==> src/chte_pkg.sv <==
// ----------------------------------------------------------------------------
// chte_pkg
// Shared codes, command and status types of the cuckoo hash table engine.
// ----------------------------------------------------------------------------
package chte_pkg;

	// function codes on the input tuser
	localparam logic [1:0] FN_INSERT = 2'd0;
	localparam logic [1:0] FN_LOOKUP = 2'd1;
	localparam logic [1:0] FN_CLEAR  = 2'd2;
	// unassigned code, handled as a lookup
	localparam logic [1:0] FN_SPARE  = 2'd3;

	// result status codes
	localparam logic [2:0] RS_NEW     = 3'd0;
	localparam logic [2:0] RS_UPDATED = 3'd1;
	localparam logic [2:0] RS_FAILED  = 3'd2;
	localparam logic [2:0] RS_HIT     = 3'd3;
	localparam logic [2:0] RS_MISS    = 3'd4;
	localparam logic [2:0] RS_CLEARED = 3'd5;

	// register indexes (paddr[4:3])
	localparam logic [1:0] REG_SEED_ONE   = 2'd0;
	localparam logic [1:0] REG_SEED_TWO   = 2'd1;
	localparam logic [1:0] REG_TABLE_SIZE = 2'd2;
	localparam logic [1:0] REG_MAX_KICKS  = 2'd3;

	localparam logic [63:0] SEED_ONE_RST   = 64'd14695981039346656037;
	localparam logic [63:0] SEED_TWO_RST   = 64'd1;
	localparam logic [10:0] TABLE_SIZE_RST = 11'd1024;
	localparam logic [6:0]  MAX_KICKS_RST  = 7'd32;
	localparam logic [6:0]  KICKS_CEIL     = 7'd64;

	// fnv prime 0x100000001b3 = 0x1b3 + 2^40
	localparam logic [63:0] FNV_MULT_LO    = 64'h1B3;
	localparam int          FNV_MULT_SHIFT = 40;

	typedef enum logic [3:0] {
		OP_NONE,
		OP_LOAD,
		OP_HASH_STEP,
		OP_MOD_STEP,
		OP_POS,
		OP_RD_P1,
		OP_RD_P2,
		OP_DECIDE,
		OP_KSWAP,
		OP_RD_NXT,
		OP_KCHK,
		OP_SWEEP,
		OP_CLEARED,
		OP_OUT_LOAD
	} dp_op_t;

	typedef struct packed {
		dp_op_t op;
	} dp_cmd_t;

	typedef struct packed {
		logic clear_item;
		logic hash_last;
		logic mod_last;
		logic sweep_last;
		logic need_kick;
		logic kick_more;
	} dp_stat_t;

endpackage

==> src/chte_ctrl.sv <==
// ----------------------------------------------------------------------------
// chte_ctrl
// Sequencer of the engine: issues one datapath command per cycle.
// ----------------------------------------------------------------------------
module chte_ctrl (
	input  logic               clk,
	input  logic               arst_n,
	input  logic               s_tvalid,
	output logic               s_tready,
	output logic               m_tvalid,
	input  logic               m_tready,
	output chte_pkg::dp_cmd_t  cmd,
	input  chte_pkg::dp_stat_t stat
);

	typedef enum logic [3:0] {
		S_SWEEP,
		S_IDLE,
		S_DISPATCH,
		S_HASH,
		S_MOD,
		S_POS,
		S_RD1,
		S_RD2,
		S_DECIDE,
		S_KSWAP,
		S_KREAD,
		S_KCHK,
		S_CLRFIN,
		S_DONE
	} state_t;

	state_t state_q;
	logic   clear_q;
	logic   kick_q;
	logic   m_tvalid_q;
	logic   out_free;

	assign out_free = !m_tvalid_q || m_tready;
	assign s_tready = (state_q == S_IDLE);
	assign m_tvalid = m_tvalid_q;

	always_comb begin
		unique case (state_q)
			S_SWEEP:    cmd.op = chte_pkg::OP_SWEEP;
			S_IDLE:     cmd.op = s_tvalid ? chte_pkg::OP_LOAD : chte_pkg::OP_NONE;
			S_DISPATCH: cmd.op = chte_pkg::OP_NONE;
			S_HASH:     cmd.op = chte_pkg::OP_HASH_STEP;
			S_MOD:      cmd.op = chte_pkg::OP_MOD_STEP;
			S_POS:      cmd.op = chte_pkg::OP_POS;
			S_RD1:      cmd.op = chte_pkg::OP_RD_P1;
			S_RD2:      cmd.op = chte_pkg::OP_RD_P2;
			S_DECIDE:   cmd.op = chte_pkg::OP_DECIDE;
			S_KSWAP:    cmd.op = chte_pkg::OP_KSWAP;
			S_KREAD:    cmd.op = chte_pkg::OP_RD_NXT;
			S_KCHK:     cmd.op = chte_pkg::OP_KCHK;
			S_CLRFIN:   cmd.op = chte_pkg::OP_CLEARED;
			S_DONE:     cmd.op = out_free ? chte_pkg::OP_OUT_LOAD : chte_pkg::OP_NONE;
			default:    cmd.op = chte_pkg::OP_NONE;
		endcase
	end

	always_ff @(posedge clk or negedge arst_n) begin
		if (!arst_n) begin
			state_q    <= S_SWEEP;
			clear_q    <= 1'b0;
			kick_q     <= 1'b0;
			m_tvalid_q <= 1'b0;
		end else begin
			// result register is loaded in S_DONE once the output is free, else held until taken
			m_tvalid_q <= (state_q == S_DONE && out_free) || (m_tvalid_q && !m_tready);
			unique case (state_q)
				S_SWEEP: begin
					if (stat.sweep_last) begin
						state_q <= clear_q ? S_CLRFIN : S_IDLE;
					end
				end
				S_IDLE: begin
					if (s_tvalid) begin
						kick_q  <= 1'b0;
						state_q <= S_DISPATCH;
					end
				end
				S_DISPATCH: begin
					if (stat.clear_item) begin
						clear_q <= 1'b1;
						state_q <= S_SWEEP;
					end else begin
						state_q <= S_HASH;
					end
				end
				S_HASH: begin
					if (stat.hash_last) begin
						state_q <= S_MOD;
					end
				end
				S_MOD: begin
					if (stat.mod_last) begin
						state_q <= S_POS;
					end
				end
				S_POS:    state_q <= kick_q ? S_KREAD : S_RD1;
				S_RD1:    state_q <= S_RD2;
				S_RD2:    state_q <= S_DECIDE;
				S_DECIDE: begin
					if (stat.need_kick) begin
						kick_q  <= 1'b1;
						state_q <= S_KSWAP;
					end else begin
						state_q <= S_DONE;
					end
				end
				S_KSWAP:  state_q <= S_HASH;
				S_KREAD:  state_q <= S_KCHK;
				S_KCHK:   state_q <= stat.kick_more ? S_KSWAP : S_DONE;
				S_CLRFIN: begin
					clear_q <= 1'b0;
					state_q <= S_DONE;
				end
				S_DONE: begin
					if (out_free) begin
						state_q <= S_IDLE;
					end
				end
				default:  state_q <= S_IDLE;
			endcase
		end
	end

	a_accept_leaves_idle: assert property (@(posedge clk) disable iff (!arst_n)
		(s_tvalid && s_tready) |=> !s_tready)
		else $error("input taken but sequencer stayed idle");

	a_done_shows_result: assert property (@(posedge clk) disable iff (!arst_n)
		(state_q == S_DONE && out_free) |=> m_tvalid)
		else $error("finished request did not reach the output register");

	a_probe_not_in_chain: assert property (@(posedge clk) disable iff (!arst_n)
		(state_q == S_RD1) |-> !kick_q)
		else $error("first probe issued during an eviction chain");

endmodule

==> config.mk <==
export PLATFORM = sky130hd
export DESIGN_NAME = chte_ctrl
export DESIGN_NICKNAME = d
export VERILOG_FILES = /design/src/chte_pkg.sv /design/src/chte_ctrl.sv
export SDC_FILE = /design/constraint.sdc
export NUM_CORES = 1
export LEC_CHECK = 0
export ABC_AREA = 1
export BUFFER_PORTS_ARGS = -buffer_cell sky130_fd_sc_hd__buf_2
export CAP_MARGIN = 20
export CORE_AREA = 2 2 41 43
export DETAILED_ROUTE_END_ITERATION = 8
export DIE_AREA = 0 0 43 45
export PLACE_DENSITY = 0.7
export SLEW_MARGIN = 20
export SYNTH_ARGS = -nofsm -noshare
export SYNTH_HDL_FRONTEND = slang
export SYNTH_SLANG_ARGS = --single-unit
==> constraint.sdc <==
create_clock -name clk -period 1.4 [get_ports clk]
set_input_delay 0.14 -clock clk [delete_from_list [all_inputs] [get_ports clk]]
set_output_delay 0.14 -clock clk [all_outputs]
set_load 0.02 [all_outputs]
==> results.py <==
metrics = {
    "run_status": {
        "status": "finished with violations",
        "violations": "negative setup slack",
    },
    "setup_path": {
        "path_max_fanout": 5,
        "arrival_ns": 1.50,
        "ff2ff_path_depth": 10,
        "r2r_start": "state_q[2]",
        "cp-end-kind": "output port",
        "worstSetupPathType": "reg2out",
        "crit_start": "state_q[1]",
        "start_kind": "register",
        "rrSetupSlack_ns": -0.15,
        "crit_required_ns": 1.26,
        "endpoint": "cmd[3]",
        "r2r_end": "state_q[1]",
    },
    "die": {
        "die_h_um": 45,
        "dieArea_um2": 1935,
        "fp-row-count": 14,
        "core_region_area_um2": 1471,
        "start_util": 0.4609,
        "ios": 16,
        "die_w_um": 43,
    },
    "cells_and_area": {
        "syn_to_final_growth_pct": 72.51,
        "antenna_cells": 0,
        "layout-drive-gt1-share": 0.5309,
        "postLayoutCellArea_um2": 1170,
        "nFillCells": 101,
        "final_cells": 178,
        "fin_nets": 173,
    },
    "logic_synthesis": {
        "ys_warn_count": 0,
        "synth.area.top_cells": "dfrtp_1 (26%), nand2_1 (22%), nand3_1 (9.6%)",
        "yosys.area.top_type": "dfrtp_1",
        "synth_top_area_share": 0.2583,
        "synthFlopType": "dfrtp_1",
        "synth_edf_count": 0,
        "synthCells": 114,
        "yosysMostFrequentCell": "nand2_1",
        "synth_nets": 124,
        "ys_top_cells_by_count": "nand2_1 (40), inv_1 (15), nand3_1 (13)",
        "ys_ff_latch": 7,
        "async_flop_share": 1.000,
        "yosysSeqAreaShare": 0.2583,
        "yosysUniqueCellTypes": 18,
        "netlist_area_um2": 678.2,
        "postSynthAreaPerCell_um2": 5.949,
    },
    "pwr": {
        "power_density_nw_per_um2": 2451,
        "p_clk_frac": 0.066,
        "p_int_w": 0.001412,
        "switching_power_w": 0.001455,
        "share_seq_of_total_power": 0.162,
        "ir_drop_mv": 1.481,
        "p_leak_nw": 0.6670,
        "swShare": 0.5075,
        "pwr-share-comb": 0.772,
    },
    "timing": {
        "slew_viol_final": 0,
        "fin_skew_ns": 0.007222,
        "finalHoldViolCount": 0,
        "worst_slack_ns": -0.2417,
        "relSlewSlack": 0.8232,
        "fmaxAchievable_ghz": 0.6091,
        "whs_ns": 0.1572,
        "setup_tns_ns": -1.170,
        "rsz0062_at_grt": "true",
        "tightest_slew_ns": 0.2652,
        "fin_crit_ns": 1.642,
        "finalSetupViolCount": 9,
        "period_share": 1.173,
    },
    "min_path": {
        "hold_path_class": "in2reg",
    },
    "clock_network": {
        "clk_pin_slew_worst_paths_ns": 0.06,
        "clock_path_buffers": 2,
        "cts.sinks": 7,
        "cts_tree": "built",
        "clk_latency_ns": 0.26,
        "cts_buffers": 3,
        "root_buffer": "clkbuf_4",
        "h-tree-depth": 1,
    },
    "routing": {
        "met2_length_mm": 1.328,
        "drtAntennaViolNets": 0,
        "wl_mm": 2.643,
        "drt_iter0_markers": 48,
        "avgRoutedWirePerCell_um": 14.85,
        "met3_length_um": 195,
        "drc": 0,
        "first_pass_iters": 4,
        "vias": 973,
        "wl_met1_mm": 1.039,
        "top_layer": "met4",
        "vias_per_cell": 5.466,
    },
    "placed_design": {
        "port_buffers": 15,
        "dp_slack_ns": -0.01614,
        "place_area_um2": 820.8,
        "place.gp.congestion": 0.8621,
        "dpl.cell_count": 151,
        "post-dp-hpwl_mm": 1.503,
    },
    "flow_run": {
        "maxCapViolations": 0,
    },
    "grt": {
        "grt_pass1_vias": 908,
        "grt_overflow": 0,
        "grt_max_degree": 8,
        "track_usage": 0.3003,
        "antenna_found_initial": 0,
        "grt_pass1_wl_mm": 4.133,
    },
}
==> routing by layer <==
metal / vias to the layer above / global-route usage
li1: 455 / -
met1: 450 / 0.3657
met2: 56 / 0.5182
met3: 12 / 0.03200
met4: 0 / 0.1758
met5: - / 0
==> per-stage QoR <==
step | power (W) | util
floorplan | 0.001376 | -
global placement | 0.001807 | 0.5578
detailed placement | 0.001822 | 0.5578
CTS | 0.002559 | 0.7483
global route | 0.003029 | 0.7951
finish | 0.002867 | 0.7951
==> sequential cells by signal, indices dropped and copies added (netlist names) <==
register and flops:
kick_q 1, clear_q 1, m_tvalid 1, state_q 4
==> cells by family after synthesis <==
group,synth area share
and+or+nand+nor,0.5959
AOI/OAI and AO/OA,0.04611
DFF,0.2583
buffers and inverters,0.09962
==> worst min-delay path by stage <==
stage                     slack, ns          to  depth (start not counted)    start
after floorplan               -0.16     clear_q                          0   arst_n
after global placement        -0.01  state_q[3]                          1   arst_n
after detailed placement      -0.01  state_q[3]                          1   arst_n
after CTS                      0.15      kick_q                          3  stat[1]
after global routing           0.18  state_q[1]                          4  stat[4]
final                          0.16  state_q[1]                          4  stat[4]
==> cell type report <==
cell class	count	area, µm²	share of cell area
clock buffer	3	22.52	0.01925
clock inverter	1	5.005	0.004278
inverter	18	75.07	0.06417
multi-input combinational	89	520.5	0.4449
sequential	7	180.2	0.1540
tap	16	20.02	0.01711
timing repair buffer	44	346.6	0.2963
==> worst max-delay path, cell delays in order, from the launching register on <==
cell,delay [ns]
dfrtp_2,0.46
buf_6,0.14
nor2_4,0.13
nand2_2,0.10
o21ai_2,0.09
nor2_2,0.07
o221ai_1,0.07
buf_4,0.17
==> placed cells by master, fill, tap and decap left out, types with 2 or more instances in the layout <==
cell	netlist	layout
dfrtp_2	0	4
nand3_2	1	4
dfrtp_1	7	3
buf_2	0	10
nor2_1	12	10
inv_1	15	13
nand2_1	40	33
nor2_4	3	8
inv_4	0	3
buf_6	0	7
nand2_2	5	9
nand4_1	2	2
buf_4	0	25
nand3_1	13	10
nor2_2	6	3
inv_2	3	2
clkbuf_4	0	3
nand2_4	1	4
==> what timing repair did <==
item,in CTS,in global routing
endpoints found under the setup margin,6,10
hold buffers,1,0
buffers inserted,19,4
hold endpoints to repair,7,0
resized for setup,30,13
pin swaps,16,9
==> power groups by stage <==
| stage | clock [W] | combinational, W | sequential, W |
|---|---|---|---|
| detailed placement | 0 | 0.00141 | 0.000415 |
| CTS | 0.000200 | 0.00191 | 0.000447 |
| global route | 0.000212 | 0.00234 | 0.000476 |
| floorplan | 0 | 0.000972 | 0.000405 |
| finish | 0.000191 | 0.00221 | 0.000464 |
| global placement | 0 | 0.00139 | 0.000412 |
Note: power is estimated with default switching activity, not from simulation.
